===== src/hw/rtl/gimli_pkg.sv =====
`timescale 1ns / 1ps
// ----------------------------------------------------------------------------
// Gimli permutation package
// Shared types and constants for the 384-bit round pipeline.
// ----------------------------------------------------------------------------
package gimli_pkg;

    localparam int unsigned Rounds     = 24;
    localparam int unsigned Words      = 12;
    localparam int unsigned WordW      = 32;
    localparam int unsigned RotTop     = 24;
    localparam int unsigned RotMid     = 9;
    localparam int unsigned RoundW     = $clog2(Rounds + 1);
    localparam logic [WordW-1:0] RoundConst = 32'h9e37_7900;

    typedef logic [WordW-1:0]            t_word;
    typedef logic [RoundW-1:0]           t_round;
    typedef logic [Words-1:0][WordW-1:0] t_state;

    typedef struct packed {
        t_word in_word_0;
        t_word in_word_1;
        t_word in_word_2;
        t_word in_word_3;
        t_word in_word_4;
        t_word in_word_5;
        t_word in_word_6;
        t_word in_word_7;
        t_word in_word_8;
        t_word in_word_9;
        t_word in_word_10;
        t_word in_word_11;
    } t_in_item;

    typedef struct packed {
        t_word out_word_0;
        t_word out_word_1;
        t_word out_word_2;
        t_word out_word_3;
        t_word out_word_4;
        t_word out_word_5;
        t_word out_word_6;
        t_word out_word_7;
        t_word out_word_8;
        t_word out_word_9;
        t_word out_word_10;
        t_word out_word_11;
    } t_out_item;

    // Handshake pair that passes from one round cell to the next.
    typedef struct packed {
        logic valid;
        logic ready;
    } t_link;

endpackage


===== src/hw/rtl/gimli_sbox.sv =====
`timescale 1ns / 1ps
// ----------------------------------------------------------------------------
// Gimli column box
// Nonlinear mixing of one column (top, middle and bottom word).
// ----------------------------------------------------------------------------
module gimli_sbox (
    input  gimli_pkg::t_word i_top,
    input  gimli_pkg::t_word i_mid,
    input  gimli_pkg::t_word i_bot,
    output gimli_pkg::t_word o_top,
    output gimli_pkg::t_word o_mid,
    output gimli_pkg::t_word o_bot
);

    gimli_pkg::t_word w_x;
    gimli_pkg::t_word w_y;
    gimli_pkg::t_word w_z;

    // Fixed rotations are pure wiring.
    assign w_x = {i_top[gimli_pkg::WordW-gimli_pkg::RotTop-1:0],
                  i_top[gimli_pkg::WordW-1:gimli_pkg::WordW-gimli_pkg::RotTop]};
    assign w_y = {i_mid[gimli_pkg::WordW-gimli_pkg::RotMid-1:0],
                  i_mid[gimli_pkg::WordW-1:gimli_pkg::WordW-gimli_pkg::RotMid]};
    assign w_z = i_bot;

    assign o_bot = w_x ^ (w_z << 1) ^ ((w_y & w_z) << 2);
    assign o_mid = w_y ^ w_x ^ ((w_x | w_z) << 1);
    assign o_top = w_z ^ w_y ^ ((w_x & w_y) << 3);

endmodule


===== src/hw/rtl/gimli_rnd_cell.sv =====
`timescale 1ns / 1ps
// ----------------------------------------------------------------------------
// Gimli round cell
// One registered round: four column boxes, the row swaps and the round
// constant, with a valid bit and ready passed back to the previous cell.
// ----------------------------------------------------------------------------
module gimli_rnd_cell (
    input  logic                i_clk,
    input  logic                i_rst_n,
    input  gimli_pkg::t_round   i_round,
    input  logic                i_valid,
    output logic                o_ready,
    input  gimli_pkg::t_state   i_state,
    output logic                o_valid,
    input  logic                i_ready,
    output gimli_pkg::t_state   o_state
);

    gimli_pkg::t_state w_mixed;
    gimli_pkg::t_state n_state;
    gimli_pkg::t_state r_state;
    logic              r_valid;

    for (genvar c = 0; c < 4; c++) begin : g_col
        gimli_sbox u_sbox (
            .i_top (i_state[c]),
            .i_mid (i_state[4 + c]),
            .i_bot (i_state[8 + c]),
            .o_top (w_mixed[c]),
            .o_mid (w_mixed[4 + c]),
            .o_bot (w_mixed[8 + c])
        );
    end

    // Rounds divisible by four take the small swap plus the constant; rounds
    // two above a multiple of four take the big swap.
    always_comb begin
        n_state = w_mixed;
        unique case (i_round[1:0])
            2'd0: begin
                n_state[0] = w_mixed[1] ^ gimli_pkg::RoundConst
                             ^ gimli_pkg::WordW'(i_round);
                n_state[1] = w_mixed[0];
                n_state[2] = w_mixed[3];
                n_state[3] = w_mixed[2];
            end
            2'd2: begin
                n_state[0] = w_mixed[2];
                n_state[1] = w_mixed[3];
                n_state[2] = w_mixed[0];
                n_state[3] = w_mixed[1];
            end
            default: begin
                n_state = w_mixed;
            end
        endcase
    end

    assign o_ready = !r_valid || i_ready;

    always_ff @(posedge i_clk) begin
        if (!i_rst_n) begin
            r_valid <= 1'b0;
        end else if (o_ready) begin
            r_valid <= i_valid;
        end
    end

    always_ff @(posedge i_clk) begin
        if (o_ready && i_valid) begin
            r_state <= n_state;
        end
    end

    assign o_valid = r_valid;
    assign o_state = r_state;

endmodule

===== config.mk =====
export PLATFORM = sky130hd
export DESIGN_NAME = gimli_rnd_cell
export DESIGN_NICKNAME = d
export VERILOG_FILES = /design/src/hw/rtl/gimli_pkg.sv /design/src/hw/rtl/gimli_sbox.sv /design/src/hw/rtl/gimli_rnd_cell.sv
export SDC_FILE = /design/constraint.sdc
export NUM_CORES = 1
export LEC_CHECK = 0
export BUFFER_PORTS_ARGS = -buffer_cell sky130_fd_sc_hd__buf_4
export CAP_MARGIN = 20
export CORE_AREA = 10 10 297 299
export DETAILED_ROUTE_END_ITERATION = 16
export DIE_AREA = 0 0 307 309
export RECOVER_POWER = 25
export SYNTH_ARGS = -nofsm -noshare
export SYNTH_HDL_FRONTEND = slang
export SYNTH_SLANG_ARGS = --single-unit

===== constraint.sdc =====
create_clock -name i_clk -period 17.5 [get_ports i_clk]
set_input_delay 2.625 -clock i_clk [delete_from_list [all_inputs] [get_ports i_clk]]
set_output_delay 2.625 -clock i_clk [all_outputs]
set_load 0.005 [all_outputs]

==> summary.md, run 1 <==
| Metric | Value |
|---|---|
| Filler cells | `8267` |
| Switch share | `0.291` |
| Multiplexer area fraction after synthesis | `0.0471` |
| Number of synthesized register bits | `385` |
| Met2 GRT Util | `0.348` |
| Cell Area, Synth | `0.0221 sq mm` |
| Clock power share | `0.344` |
| YS warnings | `0` |
| Worst slack at placement | `11.81 ns` |
| Critical path, cell by cell | `clkbuf_1 > buf_4 > mux2i_1 > a21oi_1` |
| Unrepaired setup endpoints after global routing | `false` |
| Max-slew headroom | `-1.70` |
| Area growth, synth to finish | `34.7%` |
| Drt via density | `4.44` |
| Post-synth cell types | `30` |
| Port bufs | `778` |
| Clk sinks | `385` |
| Horiz. Die Dim | `307 um` |
| Busiest grt layer | `met2` |
| Flop pwr share | `0.417` |
| Pleak | `0.0120 uW` |
| Initial drt markers | `653` |
| WHS Path Cells | `2` |
| Arrival time at the worst endpoint | `7.09 ns` |
| CTS buffer count | `48` |
| All-layer global routing usage | `0.182` |
| Core ar. | `0.0818 sq mm` |
| Most common cell after layout, fill and taps aside | `buf_4` |
| Final hold slack | `0.578 ns` |
| Post-synthesis xor/xnor area fraction | `0.202` |
| Worst Tran Pin Value | `4.05 ns` |
| R2r startpoint | `o_valid` |
| Setup Buffers After CTS | `0` |
| Pins over their slew limit | `97` |
| Hold Path End | `o_valid` |
| Required @ worst endpoint | `17.80 ns` |
| CP Class | `in -> reg` |
| Slowest CP cell | `clkbuf_1` |
| Cell family with most CP delay | `buffers and inverters` |
| Htree depth | `2` |
| Worst skew pair latency | `0.60 ns` |
| Top cells by area, synth | `edfxtp_1 (52%), xnor2_1 (15%), ha_1 (13%)` |
| Largest fanout on the critical path | `69` |
| PnR worst setup slack | `10.71 ns` |
| WP buf/inv | `2` |
| Hold Path Origin | `o_valid` |
| Gate power share | `0.239` |
| Area leader, netlist | `edfxtp_1` |
| Post-synthesis simple-gate area fraction | `0.0493` |
| Seq/Total Area, Yosys | `0.523` |
| VDD IR max | `0.0651 mV` |
| Global route overflow | `0` |
| CTS tree | `yes` |
| Number of core rows | `105` |
| DRT Wirelength | `90600 um` |
| M1 GR Usage | `0.176` |
| Worst R2R Path Depth | `4` |
| Vias | `15900` |
| Failing checks | `max-capacitance violations, max-slew violations` |
| First drt pass iteration count | `5` |
| Routed WL per cell | `25.3 um` |
| Net load switching power | `831 uW` |
| Die span in y | `309 um` |
| Crit-path max cell delay | `2.80 ns` |
| Antenna diodes | `0` |
| Met3 Use GR | `0.0750` |
| Initial core utilization | `0.270` |
| Die area | `0.0949 sq mm` |
| Initial antenna violation count | `3` |
| Clock root buffer | `clkbuf_16` |
| Compound-Gate Fraction of Synth Area | `0.0340` |
| Final ANT Viol Nets | `0` |
| HPWL after DPL | `76500 um` |
| Mapped Cells | `1685` |
| Crit path launch type | `primary input` |
| Final setup TNS | `0 ns` |
| CTS resizes | `0` |
| Clock skew | `0.0330 ns` |
| Worst hold path class | `reg -> reg` |
| Max-capacitance violation count | `2` |
| Maximum clock frequency | `0.147 GHz` |
| Crit. End Element | `flip-flop` |
| First-pass GRT wire length | `125000 um` |
| Cell-internal power | `2020 uW` |
| Final setup violation count | `0` |
| Reg-to-reg endpoint | `o_state[238]` |
| Final Critical Period | `6.79 ns` |
| Fin nets | `3106` |
| Power Density | `95.9 mW/mm^2` |
| GP Congestion | `0.886` |
| Largest family of logic cells by synthesized area | `XOR/XNOR gates` |
| Syn_area_per_cell | `13.1 sq um` |
| Vias in the first global route | `17400` |
| Most frequent cells in the layout | `buf_4 (537), edfxtp_1 (384), xnor2_1 (372)` |
| DRC | `0` |
| Status | `finished with violations` |
| CTS Hold Bufs | `0` |
| Worst reg2reg setup slack | `13.35 ns` |
| Post-Synth Adder-Cell Area | `0.134` |
| CTS Buffer Depth | `3` |
| Top-area cell type share of the netlist area | `0.522` |
| Post-synthesis net count | `2314` |
| Hold Vio Cnt, Final | `0` |
| Reg clk slew, reported paths | `0.06 ns` |
| Final period util | `0.388` |
| Layout cell share with drive strength beyond 1 | `0.255` |
| Pin count of the biggest net entering global routing | `164` |
| # IOs | `779` |
## logic make-up after synthesis
group                    after synthesis
XOR/XNOR                             505
flip-flops                           385
AND/OR/NAND/NOR                      277
adder cells (fa/ha/maj)              236
AO/OA/AOI/OAI                        133
multiplexers                         104
buffers and inverters                 45
## cell usage after synthesis (all sizes together)
master	instances
edfxtp	384
xnor2	372
ha	236
nor2	228
xor2	130
mux2i	104
a21oi	91
buf	32
nand2	29
o21ai	15
a31oi	14
or2	14
clkbuf	11
a222oi	3
and2	3
xnor3	3
a221oi	2
a22o	2
a22oi	2
inv	2
nor2b	2
o31ai	2
a21boi	1
a221o	1
dfxtp	1
nand2b	1
## layout make-up
type	instances	area [sq um]	area share
repair buffers	785	5050	0.170
well taps	1070	1340	0.0450
inverters	2	12.5	0.000420
clock inverters	33	273	0.00916
flip-flops and latches	385	11600	0.388
clock buffers	55	1250	0.0419
multi-input cells	1255	10300	0.346
## tightest hold or removal path, stage by stage, from the launching register on
cell and delay [ns]:
dfxtp_1 0.32, nand2b_1 0.12, a21boi_0 0.09
## state kept, by name, indices dropped and copies added (netlist names)
name,cells
o_valid,1
o_state,384
## power groups by stage
stage	Clock [uW]	Combinational, uW	Sequential (uW)
detailed placement	0	726	1210
global route	1050	750	1200
floorplan	0	305	1230
CTS	1020	728	1190
global placement	0	714	1210
finish	982	682	1190
## worst max path at each step
stage                          start      endpoint  slack [ns]  cells after the start
after floorplan              i_ready    o_state[0]        5.23                      2
after global placement       i_ready       o_ready       11.82                      3
after detailed placement     i_ready       o_ready       11.81                      3
after CTS                    i_ready       o_ready       11.81                      3
after global routing      i_round[1]  o_state[100]       10.36                      4
final                     i_round[1]   o_state[35]       10.71                      4
## metrics by stage
step	instance area, sq um	util	std cells	total power (uW)
2_1_floorplan	22100	-	1685	1530
3_3_place_gp	29100	0.356	3497	1920
3_5_place_dp	29100	0.356	3497	1930
4_1_cts	30600	0.374	3585	2940
5_1_grt	29800	0.364	3585	3000
6_report	29800	0.364	3585	2850
## metal layers
metal | routed length, um | part of all wire
met1 | 30500 | 0.34
met2 | 48300 | 0.53
met3 | 9050 | 0.10
met4 | 2740 | 0.030
met5 | 27 | 0.00030
Power figures use the tool's default switching activity.
==> run 2, diff against run 1 <==
Settings changed: CORE_AREA 10 10 297 299 to 10 10 291 293, DIE_AREA 0 0 307 309 to 0 0 301 303.
Clock period 17.5 ns to 6.97 ns, I/O delays scaled along.
==> summary.md, run 2 (same netlist as run 1, synthesis figures left out) <==
| Metric | Value |
|---|---|
| Reg-to-reg endpoint | `o_state[243]` |
| Hold Path End | `o_valid` |
| Power Density | `244 mW/mm^2 (+150%)` |
| Filler cells | `7943 (-3.9%)` |
| Largest fanout on the critical path | `173 (+150%)` |
| Initial antenna violation count | `6 (+3)` |
| Core ar. | `0.0786 sq mm (-4.0%)` |
| Die area | `0.0912 sq mm (-3.9%)` |
| Drt via density | `4.45 (+0.24%)` |
| Maximum clock frequency | `0.226 GHz` |
| Unrepaired setup endpoints after global routing | `false` |
| WHS Path Cells | `2 (unchanged)` |
| CP Class | `in -> reg` |
| Most frequent cells in the layout | `buf_4 (534), edfxtp_1 (384), xnor2_1 (372)` |
| All-layer global routing usage | `0.188 (+0.00609)` |
| DP Area | `0.0291 sq mm (about the same)` |
| Clk sinks | `385 (unchanged)` |
| DRT Wirelength | `91200 um (+0.66%)` |
| Horiz. Die Dim | `301 um (-2.0%)` |
| Required @ worst endpoint | `7.20 ns (-10.60 ns)` |
| CTS resizes | `0 (unchanged)` |
| CTS buffer count | `47 (-2.1%)` |
| First-pass GRT wire length | `124000 um (-0.49%)` |
| Clock root buffer | `clkbuf_16` |
| # IOs | `779 (unchanged)` |
| Crit-path max cell delay | `2.30 ns (-0.50 ns)` |
| Finished Cell Area | `0.0298 sq mm (about the same)` |
| Most common cell after layout, fill and taps aside | `buf_4` |
| Status | `finished with violations` |
| CTS tree | `yes` |
| Arrival time at the worst endpoint | `4.64 ns (-2.45 ns)` |
| VDD IR max | `0.168 mV (+160%)` |
| Crit path launch type | `primary input` |
| Final Critical Period | `4.42 ns` |
| Die span in y | `303 um (-1.9%)` |
| Htree depth | `2 (unchanged)` |
| Hold Path Origin | `o_valid` |
| Fin nets | `3104 (-0.064%)` |
| HPWL after DPL | `76600 um (+0.17%)` |
| Pins over their slew limit | `45 (-54%)` |
| Clock skew | `0.0220 ns (-0.0109 ns)` |
| Worst R2R Path Depth | `3 (-1)` |
| Worst Tran Pin Value | `3.19 ns (-0.865 ns)` |
| Hold Vio Cnt, Final | `0 (unchanged)` |
| Max reg flops | `384 (unchanged)` |
| GP Congestion | `0.881 (-0.62%)` |
| Area growth, synth to finish | `34.8% (about the same)` |
| R2r startpoint | `o_valid` |
| Critical path, cell by cell | `clkbuf_4 > nand2b_1 > and2_0 > buf_12` |
| Initial core utilization | `0.281 (+0.0111)` |
| Setup Buffers After CTS | `0 (unchanged)` |
| Initial drt markers | `803 (+23%)` |
| Final setup TNS | `0 ns (unchanged)` |
| Failing checks | `max-capacitance violations, max-slew violations` |
| First drt pass iteration count | `5 (unchanged)` |
| Worst skew pair latency | `0.60 ns (about the same)` |
| Vias | `15800 (-0.46%)` |
| Final setup violation count | `0 (unchanged)` |
| Max-slew headroom | `-1.13 (+0.575)` |
| Final ANT Viol Nets | `0 (unchanged)` |
| Pleak | `0.0120 uW (+0.12%)` |
| Reg clk slew, reported paths | `0.07 ns (about the same)` |
| CTS Buffer Depth | `3 (unchanged)` |
| Worst reg2reg setup slack | `2.76 ns (-10.59 ns)` |
| Final period util | `0.634` |
| Crit. End Element | `flip-flop` |
| Vias in the first global route | `17200 (-1.5%)` |
| Layout cell share with drive strength beyond 1 | `0.255 (-0.000288)` |
| Antenna diodes | `0 (unchanged)` |
| Global route overflow | `0 (unchanged)` |
| Port bufs | `778 (unchanged)` |
| Max-capacitance violation count | `1 (-1)` |
| Slowest CP cell | `and2_0` |
| Routed WL per cell | `25.6 um (+1.4%)` |
| CTS Hold Bufs | `0 (unchanged)` |
| Number of core rows | `103 (-1.9%)` |
| Worst hold path class | `reg -> reg` |
| Pin count of the biggest net entering global routing | `174 (+6.1%)` |
| DRC | `0 (unchanged)` |
## run 2: cell count changes in the layout (fill, tap and decap cells not counted)
| cell | change |
|---|---|
| buf_12 | +1 |
| buf_4 | -3 |
| buf_6 | +1 |
| bufinv_16 | +3 |
| clkbuf_1 | +3 |
| clkbuf_16 | -2 |
| clkbuf_4 | -3 |
| clkinv_1 | -6 |
| clkinv_16 | +1 |
| clkinv_4 | +1 |
| clkinvlp_4 | -1 |
## run 2: area by class of cell
class | count | area, sq um | area share
inverters | 2 | 12.5 | 0.000420
clock inverters | 31 | 372 | 0.0125
clock buffers | 53 | 1200 | 0.0402
flip-flops and latches | 385 | 11600 | 0.388
repair buffers | 784 | 5040 | 0.169
multi-input cells | 1255 | 10300 | 0.346
well taps | 1050 | 1310 | 0.0441
## run 2: report_power, final
| part | internal [uW] | switching, uW | total (uW) |
|---|---|---|---|
| sequential | 2890 | 94.3 | 2990 |
| combinational | 788 | 925 | 1710 |
| clock | 1470 | 1090 | 2560 |
## run 2: worst max-delay path by stage
stage	start	endpoint	slack (ns)	cells past startpoint
global placement	i_round[0]	o_state[16]	3.72	4
global route	i_ready	o_state[369]	2.31	4
detailed placement	i_round[0]	o_state[20]	3.63	4
floorplan	i_ready	o_state[0]	0.63	2
finish	i_ready	o_state[243]	2.55	4
CTS	i_round[0]	o_state[20]	4.31	4
## run 2: worst max-delay path, delay by kind of cell
kind / cells / cell delay (ns)
simple gates: 2 / 2.43
buf+inv: 2 / 0.69
## run 2: stage by stage
step	std cells	util	hold WS [ns]	worst slack, ns	power (uW)
final	3560	0.379	0.615	2.55	7260
after global routing	3560	0.379	0.614	2.31	7610
after global placement	3476	0.370	0.566	3.72	4840
after CTS	3560	0.390	0.587	4.31	7470
after floorplan	1685	-	0.536	0.628	3820
after detailed placement	3476	0.370	0.594	3.63	4860
## run 2: routing by layer
| metal | routed length (um) | vias up | track usage |
|---|---|---|---|
| met1 | 29900 | 7564 | 0.177 |
| met5 | 63 | - | 0 |
| met2 | 50500 | 617 | 0.374 |
| li1 | - | 7554 | - |
| met3 | 9200 | 96 | 0.0782 |
| met4 | 1560 | 10 | 0.0347 |
==> run 3, diff against run 2 <==
Settings changed: CORE_AREA 10 10 291 293 to 10 10 297 299, DIE_AREA 0 0 301 303 to 0 0 307 309.
Clock period 6.97 ns to 4 ns, I/O delays scaled along.
==> summary.md, run 3 (same netlist as run 1, synthesis figures left out) <==
| Metric | Value |
|---|---|
| Pins over their slew limit | `0 (-100%)` |
| Pin count of the biggest net entering global routing | `125 (-28%)` |
| Most frequent cells in the layout | `buf_4 (537), edfxtp_1 (384), xnor2_1 (372)` |
| CP Class | `reg -> reg` |
| Most common cell after layout, fill and taps aside | `buf_4` |
| Power Total | `12600 uW (+74%)` |
| Max-capacitance violation count | `0 (-1)` |
| Final ANT Viol Nets | `0 (unchanged)` |
| Global route overflow | `0 (unchanged)` |
| Routed WL per cell | `25.8 um (+0.64%)` |
| Crit. End Element | `flip-flop` |
| Crit path launch type | `flip-flop` |
| Max-slew headroom | `0.431 (+1.56)` |
| DP Area | `0.0292 sq mm (+0.51%)` |
| Final Critical Period | `1.91 ns` |
| Worst hold path class | `in -> reg` |
| DRT Wirelength | `92700 um (+1.6%)` |
| CTS buffer count | `48 (+2.1%)` |
| Power Density | `422 mW/mm^2 (+73%)` |
| Clock skew | `0.0230 ns (+0.000933 ns)` |
| Fin nets | `3113 (+0.29%)` |
| Number of core rows | `105 (+1.9%)` |
| Pleak | `0.0121 uW (+0.56%)` |
| Layout cell share with drive strength beyond 1 | `0.258 (+0.00275)` |
| Unrepaired setup endpoints after global routing | `false` |
| Required @ worst endpoint | `4.26 ns (-2.94 ns)` |
| Port bufs | `778 (unchanged)` |
| CTS Hold Bufs | `0 (unchanged)` |
| Maximum clock frequency | `0.523 GHz` |
| Final cell count without fillers | `3595 (+0.98%)` |
| Die area | `0.0949 sq mm (+4.0%)` |
| Status | `finished, final reports clean` |
| Worst skew pair latency | `0.59 ns (about the same)` |
| Final setup violation count | `0 (unchanged)` |
| # IOs | `779 (unchanged)` |
| Final period util | `0.478` |
| CTS Buffer Depth | `3 (unchanged)` |
| Die span in y | `309 um (+2.0%)` |
| Initial drt markers | `774 (-3.6%)` |
| Htree depth | `2 (unchanged)` |
| Max reg flops | `384 (unchanged)` |
| Setup Buffers After CTS | `0 (unchanged)` |
| VDD IR max | `0.287 mV (+71%)` |
| Finished Cell Area | `0.0299 sq mm (+0.43%)` |
| Reg clk slew, reported paths | `0.06 ns (about the same)` |
| Clk sinks | `385 (unchanged)` |
| Drt via density | `4.43 (-0.37%)` |
| Initial antenna violation count | `10 (+4)` |
| Core ar. | `0.0818 sq mm (+4.1%)` |
| Slowest CP cell | `and2_4` |
| Filler cells | `8250 (+3.9%)` |
| CTS resizes | `0 (unchanged)` |
| Vias | `15900 (+0.61%)` |
| First drt pass iteration count | `5 (unchanged)` |
| DRC | `0 (unchanged)` |
| GP Congestion | `0.908 (+3.1%)` |
| DP Cell Count | `3504 (+0.81%)` |
| Hold Vio Cnt, Final | `0 (unchanged)` |
| Largest fanout on the critical path | `33 (-81%)` |
| CTS tree | `yes` |
| Crit-path max cell delay | `0.44 ns (-1.86 ns)` |
| Clock root buffer | `clkbuf_16` |
| Arrival time at the worst endpoint | `2.17 ns (-2.47 ns)` |
| HPWL after DPL | `78400 um (+2.3%)` |
| Initial core utilization | `0.270 (-0.0111)` |
| First-pass GRT wire length | `126000 um (+2.0%)` |
| Horiz. Die Dim | `307 um (+2.0%)` |
| All-layer global routing usage | `0.186 (-0.00252)` |
| Area growth, synth to finish | `35.4%` |
| Critical path, cell by cell | `nand2b_1 > and2_4 > buf_12 > buf_4` |
| Final setup TNS | `0 ns (unchanged)` |
| Vias in the first global route | `17500 (+1.7%)` |
| Worst Tran Pin Value | `0.853 ns (-2.33 ns)` |
## run 3: through the flow
step	util	hold slack [ns]	setup WS, ns
after detailed placement	0.357	0.574	1.61
final	0.366	0.264	2.09
after CTS	0.376	0.153	2.06
after global routing	0.365	0.241	2.00
after global placement	0.357	0.562	1.65
after floorplan	-	0.546	0.115
## run 3: cell type report
cell class / instances / area (sq um) / share of cell area
clock inverters: 32 / 302 / 0.0101
repair buffers: 792 / 5180 / 0.173
well taps: 1070 / 1340 / 0.0447
inverters: 2 / 12.5 / 0.000418
multi-input cells: 1255 / 10300 / 0.344
clock buffers: 56 / 1230 / 0.0412
diodes: 3 / 7.51 / 0.000251
flip-flops and latches: 385 / 11600 / 0.386
## run 3: worst max-delay path: cells and delay by family, from the launching register on
family / cells / cell delay, ns
buffers and inverters: 2 / 0.63
DFF: 1 / 0.32
and+or+nand+nor: 2 / 0.55
## run 3: final timing paths
kind	start	endpoint	slack [ns]	cells after the start
worst max-delay path	o_valid	o_state[22]	2.09	4
worst min-delay path	i_state[104]	o_state[352]	0.26	1
worst max register to register	o_valid	o_state[22]	2.09	4
worst min register to register	o_valid	o_valid	0.57	2
## run 3: routing by layer
metal	track usage	share of wire	wire length, um
met5	0	0.00058	54
met4	0.0761	0.044	4080
met3	0.0809	0.10	9500
met2	0.351	0.53	48800
met1	0.172	0.33	30200
## run 3: power breakdown
part,leakage (uW),total [uW],internal [uW],switching (uW)
Clock,0.000740,4410,2520,1880
Combinational,0.00763,3020,1380,1630
Sequential,0.00371,5200,5040,162
